**src/rtl/bmcw_ram.sv**
```systemverilog
// Generic single-write, single-read synchronous RAM with registered read.
// No dependencies.
`timescale 1ns / 1ps

module bmcw_ram #(
  parameter int unsigned WIDTH = 8,
  parameter int unsigned DEPTH = 16
) (
  input  logic                     clk_i,
  input  logic                     we_i,
  input  logic [$clog2(DEPTH)-1:0] waddr_i,
  input  logic [WIDTH-1:0]         wdata_i,
  input  logic                     re_i,
  input  logic [$clog2(DEPTH)-1:0] raddr_i,
  output logic [WIDTH-1:0]         rdata_o
);

  logic [WIDTH-1:0] mem [DEPTH];

  always_ff @(posedge clk_i) begin
    if (we_i) begin
      mem[waddr_i] <= wdata_i;
    end
    if (re_i) begin
      rdata_o <= mem[raddr_i];
    end
  end

endmodule

```
**config.mk**
```make
export PLATFORM = sky130hd
export DESIGN_NAME = bmcw_ram
export DESIGN_NICKNAME = d
export VERILOG_FILES = /design/src/rtl/bmcw_ram.sv
export SDC_FILE = /design/constraint.sdc
export NUM_CORES = 1
export LEC_CHECK = 0
export ABC_CLOCK_PERIOD_IN_PS = 3600
export BUFFER_PORTS_ARGS = -buffer_cell sky130_fd_sc_hd__buf_2
export CAP_MARGIN = 10
export CORE_ASPECT_RATIO = 1.75
export CORE_UTILIZATION = 25
export CTS_CLUSTER_DIAMETER = 40
export DETAILED_ROUTE_END_ITERATION = 6
export PLACE_DENSITY = 0.42
export SYNTH_ARGS = -nofsm -noshare
export SYNTH_HDL_FRONTEND = slang
export SYNTH_SLANG_ARGS = --single-unit
export TNS_END_PERCENT = 20
```
**constraint.sdc**
```tcl
create_clock -name clk_i -period 3.6 [get_ports clk_i]
set_input_delay 0.54 -clock clk_i [delete_from_list [all_inputs] [get_ports clk_i]]
set_output_delay 0.54 -clock clk_i [all_outputs]
set_load 0.005 [all_outputs]
```
==> results of run 1 <==
-- power breakdown --
part           switching [uW]  leakage (uW)  internal [uW]
registers                8.76       0.00124           1780
logic                    95.0      0.000504           64.4
clock network             662      0.000277           1020
-- routing by layer --
| metal | track usage [%] | vias up |
|---|---|---|
| met4 | 5.86 | 0 |
| li1 | - | 1060 |
| met3 | 2.63 | 14 |
| met2 | 21.2 | 64 |
| met1 | 12.0 | 1263 |
| met5 | 0 | - |
-- state kept, by name (all words and copies together), names as in the netlist --
register,cells
mem,128
rdata_o,8
-- worst max-delay path: stages --
cell and delay (ns):
sky130_fd_sc_hd__buf_2 0.42, sky130_fd_sc_hd__buf_12 0.27, sky130_fd_sc_hd__mux4_1 0.58, sky130_fd_sc_hd__a22oi_1 0.26, sky130_fd_sc_hd__nand2_1 0.08
-- final timing paths --
check | endpoint | slack (ns)
setup / recovery | rdata_o[2]$_DFFE_PP_ | 1.59
hold / removal | rdata_o[4]$_DFFE_PP_ | 0.49
setup reg to reg | rdata_o[2]$_DFFE_PP_ | 2.12
hold reg to reg | rdata_o[0]$_DFFE_PP_ | 0.75
-- synth_stat cells --
library cell / instances / area [sq um]
sky130_fd_sc_hd__nand2b_1: 2 / 12.5
sky130_fd_sc_hd__clkdlybuf4s25_2: 3 / 30.0
sky130_fd_sc_hd__mux4_1: 14 / 368
sky130_fd_sc_hd__buf_2: 3 / 15.0
sky130_fd_sc_hd__and2b_1: 1 / 7.51
sky130_fd_sc_hd__nor2b_1: 1 / 6.26
sky130_fd_sc_hd__nor3_1: 4 / 20.0
sky130_fd_sc_hd__and2_1: 1 / 6.26
sky130_fd_sc_hd__nand3b_1: 2 / 15.0
sky130_fd_sc_hd__edfxtp_1: 136 / 4080
sky130_fd_sc_hd__nor2_1: 13 / 48.8
sky130_fd_sc_hd__nand3_1: 1 / 5.00
sky130_fd_sc_hd__mux4_2: 18 / 405
sky130_fd_sc_hd__buf_6: 3 / 33.8
sky130_fd_sc_hd__or3b_2: 1 / 8.76
sky130_fd_sc_hd__buf_4: 1 / 7.51
sky130_fd_sc_hd__nand2_1: 9 / 33.8
sky130_fd_sc_hd__a22oi_1: 16 / 120
-- kinds of logic after synthesis --
kind of cell | after synthesis | share of synthesized area [%]
AND/OR/NAND/NOR | 35 | 3.14
buffers and inverters | 10 | 1.65
AO/OA/AOI/OAI | 16 | 2.30
flip-flops | 136 | 78.1
multiplexers | 32 | 14.8
-- stage by stage --
stage	setup WS, ns	utilization (%)
floorplan	1.57	-
global placement	1.14	27.6
detailed placement	1.16	27.6
CTS	1.61	30.5
global route	1.50	30.5
finish	1.59	30.5
-- cell usage in the layout, fill, tap and decap left out, types with 4 or more instances in the layout --
cell,Yosys,routed
sky130_fd_sc_hd__buf_4,1,4
sky130_fd_sc_hd__edfxtp_1,136,136
sky130_fd_sc_hd__a22oi_1,16,16
sky130_fd_sc_hd__clkinv_4,0,5
sky130_fd_sc_hd__clkbuf_16,0,17
sky130_fd_sc_hd__mux4_2,18,18
sky130_fd_sc_hd__nor3_1,4,4
sky130_fd_sc_hd__mux4_1,14,14
sky130_fd_sc_hd__nor2_1,13,13
sky130_fd_sc_hd__nand2_1,9,9
sky130_fd_sc_hd__buf_2,3,26
-- final cells by class --
cell class              instances  area [sq um]  share of cell area (%)
clock buffers                  17           425                    6.85
clock inverters                15           154                    2.48
multi-input cells              83          1060                    17.0
flip-flops and latches        136          4080                    65.8
well taps                     248           310                    5.00
repair buffers                 31           180                    2.90
==> reports/qor.tcl, run 1 <==
set qor(outcome) {complete, but fails checks}
set qor(violations) {design-rule violations}
set qor(ys_types) 18
set qor(io_buffer_count) 26
set qor(critical_path_class) {input pin to register}
set qor(cts.sink_count) 136
set qor(clockRootBuffer) {sky130_fd_sc_hd__clkbuf_16}
set qor(rows) 69
set qor(drtPass1Iterations) 7
set qor(initial_utilization_pct) 25.7
set qor(detail_route.wl_per_cell_um) 21.6
set qor(power.total_uw) 3630
set qor(globalRouteOverflowTotal) 0
set qor(layout.filler_cells) 1978
set qor(holdWs_ns) 0.487
set qor(top_level_ports) 27
set qor(die_area_sq_um) 21500
set qor(drt_wl_total_um) 11400
set qor(hold_path.startpoint) {re_i}
set qor(design.core.area_sq_um) 20400
set qor(timing.final.setup_violations) 0
set qor(syn_avg_cell_area_sq_um) 22.8
set qor(post_cts_buffers) 0
set qor(grt_util_overall_pct) 11.5
set qor(post_cts_resized) 0
set qor(worst_hold_path_type) {input pin to register}
set qor(synthCells) 229
set qor(die_width_um) 111
set qor(critical_path_required_ns) 3.76
set qor(synth_nets) 248
set qor(total_number_of_nets_in_the_final_design) 288
set qor(numCtsBuffers) 17
set qor(global_route_wire_length_before_repair_um) 17100
set qor(antenna_found_initial) 0
set qor(maxClockFrequency_ghz) 0.498
set qor(min_delay_path_depth) 1
set qor(worst_clock_skew_ns) 0.00957
set qor(post-route-cell-area_sq_um) 6210
set qor(dr_wl_met2_um) 6460
set qor(route.met3.wl_um) 379
set qor(clock_tree.buffer_depth) 2
set qor(cell_area_reported_after_detailed_placement_sq_um) 5630
set qor(maxUsedRoutingLayer) {met4}
set qor(max_slew_margin_pct) 28.4
set qor(gp_congestion) 0.699
set qor(post-route-drc-count) 6
set qor(num_antenna_cells) 0
set qor(cp.arrival_ns) 2.17
set qor(avgViaCountPerCell) 4.53
set qor(drt-initial-drc-count) 133
set qor(vdd.ir_drop.worst_v) 0.000272
set qor(fin_setup_tns_ns) 0
set qor(post_cts_hold_buffer_count) 0
set qor(synth_area_sq_um) 5230
set qor(ff2ff_path_depth) 3
set qor(ys_seq_elements) 136
set qor(proportion_of_synthesized_chip_area_in_sequential_cells_pct) 78.1
set qor(die_y_um) 193
set qor(worstReg2RegStart) {mem[1][2]$_DFFE_PP_}
set qor(vias) 2401
set qor(post_layout_nonfiller_instances) 530
set qor(postRouteAntennaNets) 0
set qor(max-cap-violations) 0
set qor(worst_skew_pair.late_latency_ns) 0.42
set qor(grt_max_degree) 33
set qor(ctsHtreeMaxLevel) 4
set qor(power-per-cell-area_nw_per_um2) 585
set qor(worst_pin_slew_ns) 1.07
set qor(met1_length_um) 4360
set qor(biggest_fanout_along_the_worst_timing_path) 20
set qor(worstSetupStartpoint) {raddr_i[0]}
set qor(final_min_period_over_clock_period_pct) 55.8
set qor(number_of_pins_with_negative_max_slew_slack_in_the_final_report) 0
set qor(leakage_uw) 0.00202
set qor(timing.critical_path.from_type) {input pin}
set qor(via_count_of_the_first_global_routing_pass) 2616
set qor(grt_setup_unrepaired) {false}
set qor(yosysWarningCount) 0
set qor(drive_gt1_share_pct) 28.7
set qor(critPathCaptureType) {register}
set qor(hold_viol_final) 0
set qor(min_period_ns) 2.01
set qor(placedCellCount) 498
set qor(estimated_wirelength_of_the_detail_placed_design_um) 7750
set qor(clkTransAtPathRegs_ns) 0.06
set qor(tritoncts_clock_tree) {yes}
set qor(area_growth_syn_to_layout_pct) 18.8
Power figures use the tool's default switching activity.
==> run 2: changes to the inputs <==
Settings changed: ABC_CLOCK_PERIOD_IN_PS 3600 to 2000.
Clock period 3.6 ns to 2 ns, I/O delays scaled along.
==> run 2 against run 1 <==
Compared with the run above: the flow still finishes with violations (design-rule violations); via count up 1.8%; highest routed layer unchanged; power up 89%; global-route usage up 0.23 points; final cell count up 3.8%; setup slack worse by 1.1 ns; clock skew down 0.00085 ns; die area unchanged; core utilization up 1.1 points; critical endpoint is now rdata_o[1]$_DFFE_PP_; hold slack worse by 0.23 ns; cell area up 3.7%.
==> reports/qor.tcl, run 2 (synthesis results as in run 1) <==
set qor(outcome) {complete, but fails checks}
set qor(violations) {design-rule violations}
set qor(highest_count_cells_in_the_layout_ignoring_fill_and_taps) {sky130_fd_sc_hd__edfxtp_1, sky130_fd_sc_hd__buf_2, sky130_fd_sc_hd__buf_4, sky130_fd_sc_hd__mux4_2, sky130_fd_sc_hd__clkbuf_16}
set qor(worst_skew_pair.late_latency_ns) 0.41
set qor(global_route_wire_length_before_repair_um) 17500
set qor(vdd.ir_drop.worst_v) 0.000552
set qor(die_width_um) 111
set qor(internal_pwr_total_uw) 5540
set qor(max-cap-violations) 0
set qor(estimated_wirelength_of_the_detail_placed_design_um) 8160
set qor(post_cts_resized) 0
set qor(detail_route.wl_per_cell_um) 21.4
set qor(flip_flop_count_of_the_largest_register_after_layout) 128
set qor(drt_wl_total_um) 11800
set qor(worst_pin_slew_ns) 0.451
set qor(mostFrequentLayoutCell) {sky130_fd_sc_hd__edfxtp_1}
set qor(worst_hold_path_type) {input pin to register}
set qor(area_taken_by_multi_input_logic_gates_sq_um) 1060
set qor(drt-initial-drc-count) 152
set qor(number_of_pins_with_negative_max_slew_slack_in_the_final_report) 0
set qor(grt_max_degree) 33
set qor(switching_part_of_the_total_power_pct) 19.2
set qor(globalRouteOverflowTotal) 0
set qor(design.core.area_sq_um) 20400
set qor(numCtsBuffers) 17
set qor(num_antenna_cells) 0
set qor(p_seq_share_pct) 47.1
set qor(hold_viol_final) 0
set qor(cp.arrival_ns) 1.69
set qor(critical_path_class) {register to register}
set qor(leakage_uw) 0.00216
set qor(postRouteAntennaNets) 0
set qor(largest_registers_ranked_by_flip_flop_count) {mem (128), rdata_o (8)}
set qor(post_layout_nonfiller_instances) 550
set qor(post_cts_hold_buffer_count) 0
set qor(top_level_ports) 27
set qor(post_cts_buffers) 0
set qor(vias) 2444
set qor(drtPass1Iterations) 7
set qor(drive_gt1_share_pct) 33.4
set qor(total_number_of_nets_in_the_final_design) 308
set qor(layout.filler_cells) 1998
set qor(timing.final.setup_violations) 0
set qor(post-route-drc-count) 6
set qor(timing.critical_path.from_type) {register}
set qor(min_period_ns) 1.53
set qor(crit_chain) {mux4_1 -> a22oi_1 -> nand2_1}
set qor(tritoncts_clock_tree) {yes}
set qor(critPathCaptureType) {register}
set qor(max_slew_margin_pct) 70.0
set qor(seq_area_sq_um) 4080
set qor(clockRootBuffer) {sky130_fd_sc_hd__clkbuf_16}
set qor(clock_tree.buffer_depth) 2
set qor(cts.sink_count) 136
set qor(maxClockFrequency_ghz) 0.653
set qor(p_clk_share_pct) 48.5
set qor(grt_setup_unrepaired) {false}
set qor(biggest_fanout_along_the_worst_timing_path) 1
set qor(io_buffer_count) 26
set qor(gp_congestion) 0.676
set qor(critical_path_required_ns) 2.15
set qor(placedCellCount) 518
set qor(die_y_um) 193
set qor(slowest_stage_cell_crit_path) {sky130_fd_sc_hd__mux4_1}
set qor(top_register) {mem}
set qor(avgViaCountPerCell) 4.44
set qor(rows) 69
set qor(initial_utilization_pct) 25.7
set qor(via_count_of_the_first_global_routing_pass) 2749
set qor(clkTransAtPathRegs_ns) 0.06
set qor(area_growth_syn_to_layout_pct) 23.2
set qor(sw_power_uw) 1320
set qor(worst_clock_skew_ns) 0.00873
set qor(final_min_period_over_clock_period_pct) 76.5
set qor(critical-path-max-stage-delay_ns) 0.54
set qor(die_area_sq_um) 21500
set qor(ctsHtreeMaxLevel) 4
set qor(fin_setup_tns_ns) 0
set qor(antenna_found_initial) 0
set qor(combPwrFrac_pct) 4.5
set qor(power-per-cell-area_nw_per_um2) 1070
set qor(grt_util_overall_pct) 11.7
-- run 2: cell types whose count changed in the layout (fill, tap and decap cells not counted), sizes merged --
cell / previous run / this run
buf: 31 / 51
bufinv: 2 / 5
clkbuf: 17 / 18
clkinv: 9 / 5
clkinvlp: 3 / 4
inv: 1 / 0
-- run 2: worst paths after layout --
check	from	to	slack, ns	depth (start not counted)
min reg2reg	mem[14][4]$_DFFE_PP_	rdata_o[4]$_DFFE_PP_	0.74	3
max	mem[1][1]$_DFFE_PP_	rdata_o[1]$_DFFE_PP_	0.47	3
min	re_i	rdata_o[0]$_DFFE_PP_	0.26	1
max reg2reg	mem[1][1]$_DFFE_PP_	rdata_o[1]$_DFFE_PP_	0.47	3
-- run 2: power by group through the flow --
| stage | logic (uW) | registers (uW) | clock network (uW) |
|---|---|---|---|
| final | 308 | 3230 | 3320 |
| after global routing | 337 | 3230 | 3500 |
| after detailed placement | 318 | 3290 | 0 |
| after global placement | 312 | 3290 | 0 |
| after CTS | 319 | 3230 | 3390 |
| after floorplan | 162 | 3280 | 0 |
-- run 2: final cells by class --
cell class	count	share of cell area, %
Clock buffer	18	6.66
Multi-Input combinational cell	83	16.4
Clock inverter	14	3.19
Tap cell	248	4.82
Sequential cell	136	63.4
Timing Repair Buffer	51	5.52
-- run 2: per-layer routing --
metal,GRT usage (%),wire length (um)
met1,11.7,4430
met2,22.5,6820
met3,2.82,306
met4,5.11,193
met5,0,0
-- run 2: worst max-delay path: cells and delay by family, from the launching register on --
family	cells	cell delay (ns)
mux	1	0.54
simple gates	1	0.09
flops	1	0.37
compound gates	1	0.29
-- run 2: through the flow --
| step | setup WS (ns) | utilization, % | power, uW | hold slack, ns | cell area, sq um |
|---|---|---|---|---|---|
| finish | 0.469 | 31.6 | 6860 | 0.255 | 6440 |
| global route | 0.414 | 31.6 | 7070 | 0.250 | 6440 |
| CTS | 0.465 | 31.6 | 6940 | 0.253 | 6440 |
| detailed placement | 0.110 | 28.5 | 3610 | 0.692 | 5810 |
| global placement | 0.120 | 28.5 | 3600 | 0.693 | 5810 |
| floorplan | 0.207 | - | 3450 | 0.399 | 5230 |
==> run 3: changes to the inputs <==
Settings changed: ABC_AREA set to 1, ABC_CLOCK_PERIOD_IN_PS 2000 to 1600.
Clock period 2 ns to 1.6 ns, I/O delays scaled along.
==> run 3 against run 2 <==
Compared with the run above: the run now ends clean; die area up 12%; combinational power up 69%; routed wire length up 30%; power up 28%; global-route usage up 1.7 points; fmax up 26%; critical path depth up 3; critical endpoint is now rdata_o[3]$_DFFE_PP_; largest cell class unchanged.
==> reports/qor.tcl, run 3 <==
set qor(outcome) {finished clean}
set qor(number_of_pins_with_negative_max_slew_slack_in_the_final_report) 0
set qor(die_width_um) 118
set qor(critical_path_required_ns) 1.77
set qor(vdd.ir_drop.worst_v) 0.000711
set qor(post_cts_buffers) 0
set qor(finish.utilization_pct) 30.9
set qor(post_cts_resized) 0
set qor(yosys_most_used_dff) {sky130_fd_sc_hd__edfxtp_1}
set qor(sw_power_uw) 1850
set qor(post_synth_mux_area_share_pct) 0
set qor(gp_congestion) 0.782
set qor(timing.critical_path.from_type) {register}
set qor(ys_types) 11
set qor(detail_route.wl_per_cell_um) 16.7
set qor(synth-compound-area-share_pct) 0
set qor(leading_post_synthesis_cells_by_instance_count) {sky130_fd_sc_hd__nand2_1, sky130_fd_sc_hd__edfxtp_1, sky130_fd_sc_hd__inv_1}
set qor(internal_pwr_total_uw) 6920
set qor(estimated_wirelength_of_the_detail_placed_design_um) 10300
set qor(final_min_period_over_clock_period_pct) 75.8
set qor(holdWs_ns) 0.184
set qor(synth_top_family_by_area) {simple AND/OR/NAND/NOR gates}
set qor(numCtsBuffers) 17
set qor(p_clk_share_pct) 48.1
set qor(combPwrFrac_pct) 5.9
set qor(cp.arrival_ns) 1.38
set qor(maxClockFrequency_ghz) 0.824
set qor(yosys.area_share.simple_pct) 20.8
set qor(seq_area_sq_um) 4080
set qor(design.core.area_sq_um) 22800
set qor(hold_viol_final) 0
set qor(highest_count_cells_in_the_layout_ignoring_fill_and_taps) {sky130_fd_sc_hd__nand2_1, sky130_fd_sc_hd__edfxtp_1, sky130_fd_sc_hd__inv_1, sky130_fd_sc_hd__nand3_1, sky130_fd_sc_hd__buf_2}
set qor(layout.filler_cells) 2379
set qor(ys_seq_elements) 136
set qor(drt-initial-drc-count) 181
set qor(ys_async_sr_fraction_pct) 0
set qor(mostFrequentLayoutCell) {sky130_fd_sc_hd__nand2_1}
set qor(tritoncts_clock_tree) {yes}
set qor(avgViaCountPerCell) 4.28
set qor(min_period_ns) 1.21
set qor(adder_cell_share_of_the_synthesized_area_pct) 0
set qor(synth_area_leaders) {sky130_fd_sc_hd__edfxtp_1, sky130_fd_sc_hd__nand2_1, sky130_fd_sc_hd__nand3_1, sky130_fd_sc_hd__inv_1, sky130_fd_sc_hd__buf_6}
set qor(ctsHtreeMaxLevel) 4
set qor(flip_flop_count_of_the_largest_register_after_layout) 128
set qor(initial_utilization_pct) 25.6
set qor(area_growth_syn_to_layout_pct) 20.8
set qor(setup.reg_to_reg.worst_slack_ns) 0.39
set qor(die_area_sq_um) 24000
set qor(power.total_uw) 8770
set qor(drive_gt1_share_pct) 13.7
set qor(critical_path_class) {register to register}
set qor(area_taken_by_multi_input_logic_gates_sq_um) 1210
set qor(io_buffer_count) 26
set qor(clock_tree.buffer_depth) 2
set qor(proportion_of_synthesized_chip_area_in_sequential_cells_pct) 69.8
set qor(leakage_uw) 0.00299
set qor(p_seq_share_pct) 46.0
set qor(grt_util_overall_pct) 13.4
set qor(antenna_found_initial) 0
set qor(top_level_ports) 27
set qor(syn_avg_cell_area_sq_um) 10.6
set qor(power-per-cell-area_nw_per_um2) 1240
set qor(total_number_of_nets_in_the_final_design) 618
set qor(synth_nets) 570
set qor(postRouteAntennaNets) 0
set qor(yosys_top_cell_area_share_pct) 69.8
set qor(grt_max_degree) 54
set qor(vias) 3902
set qor(largest_registers_ranked_by_flip_flop_count) {mem (128), rdata_o (8)}
set qor(timing.final.setup_violations) 0
set qor(synth_area_sq_um) 5850
set qor(worst_hold_path_type) {input pin to register}
set qor(switching_part_of_the_total_power_pct) 21.1
set qor(rows) 73
set qor(drt_wl_total_um) 15300
set qor(synth_edf_count) 136
set qor(drtPass1Iterations) 5
set qor(global_route_wire_length_before_repair_um) 23000
set qor(synthCells) 551
set qor(max-cap-violations) 0
set qor(worst_clock_skew_ns) 0.00855
set qor(via_count_of_the_first_global_routing_pass) 3799
set qor(globalRouteOverflowTotal) 0
set qor(clkTransAtPathRegs_ns) 0.06
set qor(num_antenna_cells) 0
set qor(die_y_um) 204
set qor(biggest_fanout_along_the_worst_timing_path) 1
set qor(synth.most_common_cell) {sky130_fd_sc_hd__nand2_1}
set qor(worst_pin_slew_ns) 0.600
set qor(grt_setup_unrepaired) {false}
set qor(post-route-drc-count) 0
set qor(worst_skew_pair.late_latency_ns) 0.42
set qor(clockRootBuffer) {sky130_fd_sc_hd__clkbuf_16}
set qor(fin_setup_tns_ns) 0
set qor(post_cts_hold_buffer_count) 0
set qor(synth_largest_area_cell) {sky130_fd_sc_hd__edfxtp_1}
set qor(critPathCaptureType) {register}
set qor(cts.sink_count) 136
set qor(max_slew_margin_pct) 60.0
set qor(top_register) {mem}
set qor(synthXorXnorAreaFrac_pct) 0
set qor(yosysWarningCount) 0
-- run 3: cell count changes after synthesis, moves of 4 or more --
cell,delta
sky130_fd_sc_hd__nand2_1,+164
sky130_fd_sc_hd__inv_1,+100
sky130_fd_sc_hd__mux4_1,-14
sky130_fd_sc_hd__buf_2,+10
sky130_fd_sc_hd__a22oi_1,-16
sky130_fd_sc_hd__nor2_1,+4
sky130_fd_sc_hd__nor3_1,-4
sky130_fd_sc_hd__mux4_2,-18
sky130_fd_sc_hd__nand3_1,+96
-- run 3: metal layers --
metal | GRT usage [%] | part of all wire, %
met1 | 13.6 | 38
met2 | 24.7 | 54
met3 | 2.29 | 2.5
met4 | 9.29 | 5.0
met5 | 0 | 0
-- run 3: cells by family after synthesis --
kind of cell           after synthesis
buffers and inverters              126
and+or+nand+nor                    289
DFF                                136
-- run 3: stage by stage --
| stage | setup slack, ns | cell area (sq um) | std cells |
|---|---|---|---|
| global route | 0.305 | 7060 | 912 |
| global placement | 0.0334 | 6430 | 880 |
| floorplan | 0.409 | 5850 | 551 |
| CTS | 0.382 | 7060 | 912 |
| finish | 0.387 | 7060 | 912 |
| detailed placement | 0.0154 | 6430 | 880 |
-- run 3: worst max-delay path: stages (launching register included) --
cell	delay, ns
sky130_fd_sc_hd__edfxtp_1	0.38
sky130_fd_sc_hd__inv_1	0.06
sky130_fd_sc_hd__nand2_1	0.04
sky130_fd_sc_hd__nand3_1	0.14
sky130_fd_sc_hd__nand3_1	0.10
sky130_fd_sc_hd__nand3_1	0.15
sky130_fd_sc_hd__nand2_1	0.09
-- run 3: final cells by class --
| type | count | area share [%] |
|---|---|---|
| clock buffers | 18 | 6.08 |
| clock inverters | 14 | 2.91 |
| inverters | 102 | 5.42 |
| multi-input cells | 289 | 17.2 |
| flip-flops and latches | 136 | 57.8 |
| well taps | 300 | 5.32 |
| repair buffers | 53 | 5.25 |
-- run 3: power groups by stage --
stage	sequential [uW]	combinational, uW	clock (uW)
final	4030	520	4220
after CTS	4040	529	4280
after floorplan	4110	281	0
after global placement	4110	525	0
after detailed placement	4110	527	0
after global routing	4040	572	4410
-- run 3: final timing paths --
| kind | startpoint | to | depth (start not counted) |
|---|---|---|---|
| hold reg to reg | mem[10][6]$_DFFE_PP_ | rdata_o[6]$_DFFE_PP_ | 6 |
| hold / removal | re_i | rdata_o[7]$_DFFE_PP_ | 1 |
| setup reg to reg | mem[7][3]$_DFFE_PP_ | rdata_o[3]$_DFFE_PP_ | 6 |
| setup / recovery | mem[7][3]$_DFFE_PP_ | rdata_o[3]$_DFFE_PP_ | 6 |
